==> src/sv/modbus_servo_command_framer_core_assert.svh <==
// ----------------------------------------------------------------------------
// modbus servo command framer assertion macros
// concurrent checks on clk with asynchronous reset arst_n, removed under SYNTH
// ----------------------------------------------------------------------------
`ifndef MODBUS_SERVO_COMMAND_FRAMER_CORE_ASSERT_SVH
`define MODBUS_SERVO_COMMAND_FRAMER_CORE_ASSERT_SVH

`ifndef SYNTH

// property holds in the same cycle
`define MSCF_ASSERT(lbl, prop) \
	lbl: assert property (@(posedge clk) disable iff (!arst_n) (prop)) \
		else $error("mscf assertion failed");

// antecedent in one cycle implies consequent in the next
`define MSCF_ASSERT_NEXT(lbl, ante, cons) \
	lbl: assert property (@(posedge clk) disable iff (!arst_n) (ante) |=> (cons)) \
		else $error("mscf assertion failed");

`else

`define MSCF_ASSERT(lbl, prop)
`define MSCF_ASSERT_NEXT(lbl, ante, cons)

`endif

`endif

==> src/sv/mscf_pkg.sv <==
// ----------------------------------------------------------------------------
// mscf_pkg
// shared types, codes and the crc byte update for the servo command framer
// ----------------------------------------------------------------------------
package mscf_pkg;

	// operation codes
	localparam logic [2:0] OP_ON    = 3'd0;
	localparam logic [2:0] OP_OFF   = 3'd1;
	localparam logic [2:0] OP_SPEED = 3'd2;
	localparam logic [2:0] OP_CCW   = 3'd3;
	localparam logic [2:0] OP_CW    = 3'd4;
	localparam logic [2:0] OP_STOP  = 3'd5;

	// configuration register indexes
	localparam logic [1:0] CFG_SLAVE_ADDRESS = 2'd0;
	localparam logic [1:0] CFG_SPEED_MIN     = 2'd1;
	localparam logic [1:0] CFG_SPEED_MAX     = 2'd2;

	localparam logic [7:0]  SLAVE_ADDRESS_RST = 8'h7F;
	localparam logic [15:0] SPEED_MIN_RST     = 16'd100;
	localparam logic [15:0] SPEED_MAX_RST     = 16'd800;

	// frame layout
	localparam int unsigned FRAME_LEN = 13;
	localparam int unsigned CRC_SPAN  = 11;
	localparam int unsigned CNT_W     = $clog2(FRAME_LEN);

	localparam logic [CNT_W-1:0] IDX_ADDR    = CNT_W'(0);
	localparam logic [CNT_W-1:0] IDX_FUNC    = CNT_W'(1);
	localparam logic [CNT_W-1:0] IDX_REG_HI  = CNT_W'(2);
	localparam logic [CNT_W-1:0] IDX_REG_LO  = CNT_W'(3);
	localparam logic [CNT_W-1:0] IDX_QTY_HI  = CNT_W'(4);
	localparam logic [CNT_W-1:0] IDX_QTY_LO  = CNT_W'(5);
	localparam logic [CNT_W-1:0] IDX_BCOUNT  = CNT_W'(6);
	localparam logic [CNT_W-1:0] IDX_D0      = CNT_W'(7);
	localparam logic [CNT_W-1:0] IDX_D1      = CNT_W'(8);
	localparam logic [CNT_W-1:0] IDX_D2      = CNT_W'(9);
	localparam logic [CNT_W-1:0] IDX_D3      = CNT_W'(10);
	localparam logic [CNT_W-1:0] IDX_CRC_LO  = CNT_W'(CRC_SPAN);
	localparam logic [CNT_W-1:0] IDX_CRC_HI  = CNT_W'(FRAME_LEN - 1);

	localparam logic [7:0] FUNC_WRITE_MULTI = 8'h10;
	localparam logic [7:0] QTY_HI           = 8'h00;
	localparam logic [7:0] QTY_LO           = 8'h02;
	localparam logic [7:0] BYTE_COUNT       = 8'h04;
	localparam logic [7:0] POWER_REG_HI     = 8'h02;
	localparam logic [7:0] POWER_REG_LO     = 8'h3C;
	localparam logic [7:0] JOG_REG_HI       = 8'h04;
	localparam logic [7:0] JOG_REG_LO       = 8'h0A;
	localparam logic [7:0] JOG_DIR_HI       = 8'h13;
	localparam logic [7:0] JOG_CCW_LO       = 8'h86;
	localparam logic [7:0] JOG_CW_LO        = 8'h87;
	localparam logic [7:0] POWER_ON_LO      = 8'h01;

	localparam logic [15:0] CRC_INIT = 16'hFFFF;
	localparam logic [15:0] CRC_POLY = 16'hA001;

	// per-frame content that varies between commands
	typedef struct packed {
		logic [7:0] addr;
		logic       jog_reg;  // 1: jog register, 0: power register
		logic [7:0] d0;
		logic [7:0] d1;
	} frame_t;

	// crc-16/modbus, one byte, lsb first
	function automatic logic [15:0] crc_byte(input logic [15:0] crc, input logic [7:0] b);
		logic [15:0] c;
		c = crc ^ {8'h00, b};
		for (int k = 0; k < 8; k++) begin
			if (c[0]) begin
				c = (c >> 1) ^ CRC_POLY;
			end else begin
				c = c >> 1;
			end
		end
		return c;
	endfunction

endpackage

==> src/sv/modbus_servo_command_framer_core.sv <==
// ----------------------------------------------------------------------------
// modbus_servo_command_framer_core
// servo command to modbus rtu write-multiple-registers frame
// ----------------------------------------------------------------------------
// usage:
//   input channel (in_valid / in_stall) takes one command: operation and speed.
//   output channel (out_valid / out_stall) gives the 13 frame bytes in send
//   order, one per beat, last_byte set on the crc high byte.
//   a command is held in an input register, then loaded into the byte
//   serializer, whose output register then presents its first byte.
//   throughput: one output byte per cycle while out_stall is low, set by the
//   byte serializer; the next command is taken while the current frame streams
//   and is loaded on the beat of the crc high byte, so frames go back to back.
//   commands that give no frame (set speed outside speed_min..speed_max, codes
//   6 and 7) are dropped on input.
//   out_stall holds the output byte and pauses the frame; in_stall rises once
//   the input register holds a command the serializer cannot yet take.
//   reset clears all beats in flight and sets slave_address to 127,
//   speed_min to 100 and speed_max to 800.
//   cfg writes land on the edge where cfg_we is high; index 3 is ignored.
// ----------------------------------------------------------------------------
module modbus_servo_command_framer_core
	import mscf_pkg::*;
(
	input  logic        clk,
	input  logic        arst_n,
	input  logic        cfg_we,
	input  logic [1:0]  cfg_index,
	input  logic [15:0] cfg_data,
	input  logic        in_valid,
	output logic        in_stall,
	input  logic [2:0]  operation,
	input  logic signed [15:0] speed,
	output logic        out_valid,
	input  logic        out_stall,
	output logic [7:0]  frame_byte,
	output logic        last_byte
);

	logic [7:0]         slave_address_q;
	logic signed [15:0] speed_min_q;
	logic signed [15:0] speed_max_q;

	logic       valid_s1;
	logic       jog_reg_s1;
	logic [7:0] d0_s1;
	logic [7:0] d1_s1;

	logic       keep;
	logic       jog_reg;
	logic [7:0] d0;
	logic [7:0] d1;
	logic       in_accept;
	logic       ld_ready;
	frame_t     ld_frame;

	always_ff @(posedge clk or negedge arst_n) begin
		if (!arst_n) begin
			slave_address_q <= SLAVE_ADDRESS_RST;
			speed_min_q     <= SPEED_MIN_RST;
			speed_max_q     <= SPEED_MAX_RST;
		end else if (cfg_we) begin
			unique case (cfg_index)
				CFG_SLAVE_ADDRESS: slave_address_q <= cfg_data[7:0];
				CFG_SPEED_MIN:     speed_min_q     <= cfg_data;
				CFG_SPEED_MAX:     speed_max_q     <= cfg_data;
				default:           ;
			endcase
		end
	end

	// decode the command into register select and first two data bytes
	always_comb begin
		keep    = 1'b1;
		jog_reg = 1'b1;
		d0      = 8'h00;
		d1      = 8'h00;
		unique case (operation)
			OP_ON: begin
				jog_reg = 1'b0;
				d1      = POWER_ON_LO;
			end
			OP_OFF: begin
				jog_reg = 1'b0;
			end
			OP_SPEED: begin
				keep = (speed >= speed_min_q) && (speed <= speed_max_q);
				d0   = speed[15:8];
				d1   = speed[7:0];
			end
			OP_CCW: begin
				d0 = JOG_DIR_HI;
				d1 = JOG_CCW_LO;
			end
			OP_CW: begin
				d0 = JOG_DIR_HI;
				d1 = JOG_CW_LO;
			end
			OP_STOP: begin
			end
			default: begin
				keep = 1'b0;
			end
		endcase
	end

	assign in_stall  = valid_s1 && !ld_ready;
	assign in_accept = in_valid && !in_stall;

	always_ff @(posedge clk or negedge arst_n) begin
		if (!arst_n) begin
			valid_s1 <= 1'b0;
		end else if (in_accept) begin
			valid_s1 <= keep;
		end else if (ld_ready) begin
			valid_s1 <= 1'b0;
		end
	end

	always_ff @(posedge clk) begin
		if (in_accept) begin
			jog_reg_s1 <= jog_reg;
			d0_s1      <= d0;
			d1_s1      <= d1;
		end
	end

	assign ld_frame = '{addr: slave_address_q, jog_reg: jog_reg_s1, d0: d0_s1, d1: d1_s1};

	mscf_serializer u_ser (
		.clk        (clk),
		.arst_n     (arst_n),
		.ld_valid   (valid_s1),
		.ld_frame   (ld_frame),
		.ld_ready   (ld_ready),
		.out_valid  (out_valid),
		.out_stall  (out_stall),
		.frame_byte (frame_byte),
		.last_byte  (last_byte)
	);

endmodule

==> src/sv/mscf_serializer.sv <==
// ----------------------------------------------------------------------------
// mscf_serializer
// streams one 13-byte frame a byte per beat, crc built as the bytes go out
// ----------------------------------------------------------------------------
module mscf_serializer
	import mscf_pkg::*;
(
	input  logic       clk,
	input  logic       arst_n,
	input  logic       ld_valid,
	input  frame_t     ld_frame,
	output logic       ld_ready,
	output logic       out_valid,
	input  logic       out_stall,
	output logic [7:0] frame_byte,
	output logic       last_byte
);

`include "modbus_servo_command_framer_core_assert.svh"

	logic             busy_q;
	logic [CNT_W-1:0] cnt_q;
	logic [15:0]      crc_q;
	frame_t           frame_q;
	logic             out_valid_q;
	logic [7:0]       frame_byte_q;
	logic             last_byte_q;

	logic       advance;
	logic       at_last;
	logic [7:0] cur_byte;

	assign advance  = !out_valid_q || !out_stall;
	assign at_last  = (cnt_q == IDX_CRC_HI);
	assign ld_ready = advance && (!busy_q || at_last);

	always_comb begin
		unique case (cnt_q)
			IDX_ADDR:   cur_byte = frame_q.addr;
			IDX_FUNC:   cur_byte = FUNC_WRITE_MULTI;
			IDX_REG_HI: cur_byte = frame_q.jog_reg ? JOG_REG_HI : POWER_REG_HI;
			IDX_REG_LO: cur_byte = frame_q.jog_reg ? JOG_REG_LO : POWER_REG_LO;
			IDX_QTY_HI: cur_byte = QTY_HI;
			IDX_QTY_LO: cur_byte = QTY_LO;
			IDX_BCOUNT: cur_byte = BYTE_COUNT;
			IDX_D0:     cur_byte = frame_q.d0;
			IDX_D1:     cur_byte = frame_q.d1;
			IDX_D2:     cur_byte = 8'h00;
			IDX_D3:     cur_byte = 8'h00;
			IDX_CRC_LO: cur_byte = crc_q[7:0];
			IDX_CRC_HI: cur_byte = crc_q[15:8];
			default:    cur_byte = 8'h00;
		endcase
	end

	always_ff @(posedge clk or negedge arst_n) begin
		if (!arst_n) begin
			busy_q      <= 1'b0;
			cnt_q       <= '0;
			crc_q       <= CRC_INIT;
			out_valid_q <= 1'b0;
		end else if (advance) begin
			out_valid_q <= busy_q;
			// next frame is loaded on the beat that sends the crc high byte
			if (ld_ready) begin
				busy_q <= ld_valid;
				cnt_q  <= '0;
				crc_q  <= CRC_INIT;
			end else if (busy_q) begin
				if (cnt_q < IDX_CRC_LO) begin
					crc_q <= crc_byte(crc_q, cur_byte);
				end
				cnt_q <= cnt_q + CNT_W'(1);
			end
		end
	end

	always_ff @(posedge clk) begin
		if (advance && busy_q) begin
			frame_byte_q <= cur_byte;
			last_byte_q  <= at_last;
		end
		if (ld_ready && ld_valid) begin
			frame_q <= ld_frame;
		end
	end

	assign out_valid  = out_valid_q;
	assign frame_byte = frame_byte_q;
	assign last_byte  = last_byte_q;

	`MSCF_ASSERT(a_idle_cnt_zero, !busy_q |-> (cnt_q == '0))
	`MSCF_ASSERT(a_crc_starts_fresh, (busy_q && cnt_q == '0) |-> (crc_q == CRC_INIT))
	`MSCF_ASSERT(a_cnt_in_frame, cnt_q <= IDX_CRC_HI)
	`MSCF_ASSERT_NEXT(a_last_beat_marked, (busy_q && advance && at_last),
		(out_valid_q && last_byte_q))

endmodule

==> config.mk <==
export PLATFORM = sky130hd
export DESIGN_NAME = modbus_servo_command_framer_core
export DESIGN_NICKNAME = d
export VERILOG_FILES = /design/src/sv/mscf_pkg.sv /design/src/sv/modbus_servo_command_framer_core.sv /design/src/sv/mscf_serializer.sv
export VERILOG_INCLUDE_DIRS = /design/src /design/src/sv
export SDC_FILE = /design/constraint.sdc
export NUM_CORES = 1
export LEC_CHECK = 0
export ABC_CLOCK_PERIOD_IN_PS = 8700
export BUFFER_PORTS_ARGS = -buffer_cell sky130_fd_sc_hd__buf_4
export CAP_MARGIN = 5
export CORE_MARGIN = 1.5
export CORE_UTILIZATION = 32
export CTS_CLUSTER_DIAMETER = 30
export CTS_CLUSTER_SIZE = 25
export DETAILED_ROUTE_END_ITERATION = 7
export GPL_TIMING_DRIVEN = 0
export SKIP_CTS_REPAIR_TIMING = 1
export SLEW_MARGIN = 20
export SYNTH_ARGS = -nofsm -noshare
export SYNTH_HDL_FRONTEND = slang
export SYNTH_SLANG_ARGS = --single-unit
==> constraint.sdc <==
create_clock -name clk -period 8.7 [get_ports clk]
set_input_delay 1.74 -clock clk [delete_from_list [all_inputs] [get_ports clk]]
set_output_delay 1.74 -clock clk [all_outputs]
set_load 0.02 [all_outputs]
# Yosys cells after proc, flatten, opt, wreduce, memory -nomap -nowiden
# Cells that the tools add are included.
dict set report op_classes {
  addsub 1
  magnitude_cmp 3
  n_eq_ne 16
  n_mux 50
  bitwise_logic 9
  n_reduce_logical 28
}
# op count
set ops {}
lappend ops {{two-way mux 16 bit} 39}
lappend ops {{one-hot mux 8 bit (10 select lines)} 1}
lappend ops {{one-hot mux 8 bit (4 select lines)} 1}
lappend ops {{NOT 2 -> 3 bit} 8}
lappend ops {{greater-or-equal comparator 16 bit} 1}
lappend ops {{less-or-equal comparator 16 bit} 1}
lappend ops {{one-hot mux 8 bit (2 select lines)} 1}
lappend ops {{bitwise XOR 16 x 8 -> 16 bit} 1}
lappend ops {{== test 4 x 3 -> 1 bit, second input constant} 3}
lappend ops {{== test 4 bit, second input constant} 3}
lappend ops {{AND reduction 2 bit} 5}
lappend ops {{== test 4 x 2 -> 1 bit, second input constant} 2}
lappend ops {{two-way mux 4 bit} 2}
lappend ops {{== test 3 x 2 -> 1 bit, second input constant} 2}
lappend ops {{== test 3 bit, second input constant} 2}
lappend ops {{logical AND 1 bit} 6}
lappend ops {{two-way mux 6 bit} 1}
lappend ops {{nonzero test 2 bit} 3}
lappend ops {{zero test 1 bit} 5}
lappend ops {{OR reduction 5 bit} 1}
lappend ops {{adder 4 x 1 -> 4 bit, second input constant} 1}
lappend ops {{== test 4 x 1 -> 1 bit, second input constant} 1}
lappend ops {{zero test 4 bit} 1}
lappend ops {{less-than comparator 4 bit, second input constant} 1}
lappend ops {{other kinds (11)} 15}
dict set report totals {
  reg_bits 114
  output_inout_bits 11
  wordCells 124
}

# Logic depth before layout (Yosys ltp)
dict set report logic_depth {
  depth_word 50
  depth_mapped 12
}

# Cells and area by module
# A second synthesis with hierarchy kept.
dict set report hier_totals {
  cells_unflattened 497
  area_unflattened_um2 5913.2
}
# mod n_inst cells_per_inst area_per_inst_um2 seq_area_each_um2
set by_module_without_submodules {}
lappend by_module_without_submodules {modbus_servo_command_framer_core 1 252 3067.9 1552.7}
lappend by_module_without_submodules {mscf_serializer 1 245 2845.2 1591.5}

# Worst setup path before layout
# Ideal clock, no wire load.
dict set report synth_timing {
  path_type {in2out}
  start {input port out_stall}
  end {output port in_stall}
  arrival_time_ns 2.426
  required_time_ns 6.960
  path_slack_ns 4.534
  path_stages 3
  path_cell_list {nand2_1 > o21ai_1 > and2_1}
}
dict set report synth_via {
  elab_chain_len 5
}
# item line_no
set synth_lines {}
lappend synth_lines {{from (decl)} modbus_servo_command_framer_core.sv:35} ;# input logic out_stall,
lappend synth_lines {{zero test 1 bit} mscf_serializer.sv:33} ;# assign advance = !out_valid_q || !out_stall;
lappend synth_lines {{logical OR 1 bit} mscf_serializer.sv:33}
lappend synth_lines {{logical AND 1 bit} mscf_serializer.sv:35} ;# assign ld_ready = advance && (!busy_q || at_last);
lappend synth_lines {{zero test 1 bit} modbus_servo_command_framer_core.sv:107} ;# assign in_stall = valid_s1 && !ld_ready;
lappend synth_lines {{logical AND 1 bit} modbus_servo_command_framer_core.sv:107}
lappend synth_lines {{to (decl)} modbus_servo_command_framer_core.sv:31} ;# output logic in_stall,
# Every way passes these cells.

# Final worst setup path
# Ends and elaborated chain as after synthesis.

==> out/results.tsv <==
stage	metric	value	unit
run_status	status	finished clean	
yosys	sequential area share after synthesis	54.2	%
yosys	flops & latches, synth	114	
place	Detail Placement HPWL	8.99	mm
sta	clk_skew	7.03	ps
yosys	largest family of logic cells by synthesized area	multiplexers	
yosys	YS warnings	0	
floorplan	Initial Util	32.5	%
critical_path	critical setup path kind	in -> out	
floorplan	die footprint	18900	µm²
grt	pin count of the biggest net entering global routing	64	
critical_path	WP data required	6960	ps
sta	achievable frequency	215	MHz
yosys	Post-synth ARST share	55.3	%
detailed_routing	post-DR wirelength/cell	15.4	µm
grt	global-route wire length before repair	19.4	mm
power_and_ir_drop	Leak Pwr	3.03	nW
clock_network	clk buf depth	2	
clock_network	clk slew on worst S/H paths	60	ps
detailed_routing	DR iter-0 viols	225	
sta	Tcrit/Tclk final	53.5	%
grt	GRT Residual Overflow	0	
yosys	number of synthesized flops with an enable pin	51	
floorplan	core area	17800	µm²
yosys	cell count after synthesis	468	
cells_and_area	layout cells sized above 1	31.4	%
critical_path	Crit Path Max Fanout	10	
cells_and_area	n_diodes	0	
place	Post-Place Cells	748	
yosys	Post-Syn Area	5800	µm²
sta	unrepaired setup endpoints after global routing	false	
clock_network	CTS Sinks	114	
floorplan	FP Rows	49	
sta	final setup fails	0	
place	placed cell area	6470	µm²
power_and_ir_drop	VDD IR max	246	µV
yosys	Synth Net Count	547	
flow_run	maxcap violations	0	
critical_path	CP Launch Type	input pin	
clock_network	H-tree lvl count	4	
grt	vias in the first global route	3801	
cells_and_area	nets	617	
cells_and_area	FILL cells	1701	
critical_path	Worst Path Arrival	2920	ps
worst_hold_path	HP Class	reg -> reg	
cells_and_area	final cell count without fillers	780	
yosys	syn_area_per_cell	12.4	µm²
clock_network	CTS tree	built	
yosys	Post-Synth XOR/XNOR Area	3.95	%
yosys	top_reg_cell synth	edfxtp_1	
grt	antenna violations before repair	0	
sta	relative slew slack	34.3	%
sta	Hold Slack	418	ps
cells_and_area	final core utilization	39.9	%
yosys	Yosys cell types	57	
floorplan	Die Y	138	µm
place	RD Place Congestion	0.888	
detailed_routing	via/cell ratio	4.79	
sta	Tmin final	4660	ps
yosys	simple-gate share of the synthesized area	8.63	%
sta	Hold Vio Cnt, Final	0	
yosys	Post-Synth Adder-Cell Area	7.98	%
detailed_routing	post-route ant nets	0	
cells_and_area	fin area	7110	µm²
yosys	Synth Area in Compound Gates	10.1	%
detailed_routing	first drt pass iteration count	4	
floorplan	# IOs	53	
yosys	post-synthesis mux area share	10.9	%
sta	Max Slew Vio Count	0	
sta	setup tns final	0	ps
detailed_routing	vias	3739	
sta	Worst-Margin Slew	986	ps
floorplan	Chip Width	138	µm
clock_network	Skew-Pair Late Insertion Delay	420	ps
clock_network	Root Driver	clkbuf_16	
clock_network	Num CTS Buffers	17	
place	IO buf count	51	
detailed_routing	DRC	0	
detailed_routing	DRT Wirelength	12.0	mm
grt	Tot GR Track Use	13.9	%
critical_path	CP endpoint kind	output pin	
cells_and_area	P&R area growth vs syn	22.6	%
power_and_ir_drop	Pwr Density	358	nW/µm²
worst max-delay path, stage by stage:
cell	delay, ps
buf_4	90
nand2_1	190
o21ai_1	370
and2_1	340
buf_4	190
area by class of cell:
type                            count  area (µm²)  share of cell area, %
Multi-Input combinational cell    299        2410                   33.9
Tap cell                          229         287                   4.03
Timing Repair Buffer               51         383                   5.38
Clock buffer                       18         429                   6.04
Buffer                             12        88.8                   1.25
Clock inverter                     14         205                   2.89
Inverter                           43         161                   2.27
Sequential cell                   114        3140                   44.2
placed cells by master (no fill, tap or decap), types with 3 or more instances in the layout:
| cell type | Yosys | routed |
|---|---|---|
| o21a_1 | 4 | 4 |
| a221oi_1 | 5 | 5 |
| o21ai_1 | 7 | 7 |
| and2_1 | 11 | 11 |
| nand2_1 | 42 | 42 |
| clkbuf_1 | 4 | 5 |
| o211ai_1 | 11 | 11 |
| nand3b_1 | 4 | 4 |
| mux2i_1 | 12 | 12 |
| buf_4 | 2 | 53 |
| buf_6 | 3 | 3 |
| nand4_1 | 5 | 5 |
| nor3_1 | 3 | 3 |
| xnor2_1 | 11 | 11 |
| clkbuf_16 | 0 | 17 |
| bufinv_16 | 0 | 4 |
| clkinv_4 | 0 | 5 |
| inv_6 | 0 | 3 |
| a21oi_1 | 16 | 16 |
| nand2b_1 | 4 | 4 |
| a21o_1 | 10 | 10 |
| mux2_2 | 40 | 40 |
| dfstp_2 | 29 | 29 |
| ha_1 | 37 | 37 |
| edfxtp_1 | 51 | 51 |
| xor2_1 | 3 | 3 |
| nand3_1 | 9 | 9 |
| inv_1 | 42 | 42 |
| dfrtp_1 | 34 | 34 |
| o21ai_0 | 14 | 14 |
| nor2_1 | 15 | 15 |
state kept, by name, summed over array words and instances (netlist names):
signal,cells
jog_reg_s1,1
slave_address_q,8
u_ser.frame_q,25
u_ser.cnt_q,4
speed_max_q,16
speed_min_q,16
u_ser.out_valid,1
u_ser.busy_q,1
u_ser.frame_byte,8
valid_s1,1
u_ser.crc_q,16
u_ser.last_byte,1
d0_s1,8
d1_s1,8
synth_stat cells, types with 5 or more instances:
| library cell | n | area [µm²] |
|---|---|---|
| edfxtp_1 | 51 | 1530 |
| inv_1 | 42 | 158 |
| nand2_1 | 42 | 158 |
| mux2_2 | 40 | 450 |
| ha_1 | 37 | 463 |
| dfrtp_1 | 34 | 851 |
| dfstp_2 | 29 | 762 |
| a21oi_1 | 16 | 80.1 |
| nor2_1 | 15 | 56.3 |
| o21ai_0 | 14 | 70.1 |
| mux2i_1 | 12 | 120 |
| and2_1 | 11 | 68.8 |
| o211ai_1 | 11 | 82.6 |
| xnor2_1 | 11 | 96.3 |
| a21o_1 | 10 | 75.1 |
| nand3_1 | 9 | 45.0 |
| o21ai_1 | 7 | 35.0 |
| a221oi_1 | 5 | 43.8 |
| nand4_1 | 5 | 31.3 |
kinds of logic (layout without fill, tap and decap cells):
kind of cell             after synthesis  in the layout
multiplexers                          56             56
AND/OR/NAND/NOR                      103            103
buffers and inverters                 55            138
AO/OA/AOI/OAI                         84             84
XOR/XNOR                              19             19
adder cells (fa/ha/maj)               37             37
flip-flops                           114            114
power breakdown:
part	internal [mW]	switching, mW	total, mW
clock network	0.483	0.257	0.741
logic	0.467	0.500	0.967
registers	0.754	0.0871	0.841
per-stage QoR:
stage	power [mW]	setup WS, ps
final	2.55	4040
after global routing	2.71	3930
after CTS	2.57	4060
after detailed placement	1.81	4070
after global placement	1.79	4040
after floorplan	1.58	4530
worst paths after layout:
| kind | startpoint | cells after the start | slack [ps] | endpoint |
|---|---|---|---|---|
| worst min-delay path | d1_s1[0]$_DFFE_PP_ | 0 | 420 | u_ser.frame_q[0]$_DFFE_PP_ |
| worst max-delay path | out_stall | 5 | 4040 | in_stall |
| worst min register to register | d1_s1[0]$_DFFE_PP_ | 0 | 420 | u_ser.frame_q[0]$_DFFE_PP_ |
| max in group asynchronous | arst_n | 1 | 6740 | u_ser.out_valid$_DFFE_PN0N_ |
| min in group asynchronous | arst_n | 1 | 1410 | speed_max_q[6]$_DFFE_PN0P_ |
| worst max register to register | u_ser.cnt_q[0]$_DFFE_PN0P_ | 11 | 5540 | u_ser.crc_q[0]$_DFFE_PN1P_ |
routing by layer:
| metal | share of wire [%] | up-vias | track usage [%] |
|---|---|---|---|
| met2 | 48 | 96 | 22.2 |
| met4 | 2.4 | 0 | 5.85 |
| met5 | 0 | - | 0 |
| met1 | 44 | 1808 | 16.6 |
| met3 | 5.8 | 16 | 5.67 |
| li1 | - | 1819 | - |
Note: power is estimated with default switching activity, not from simulation.
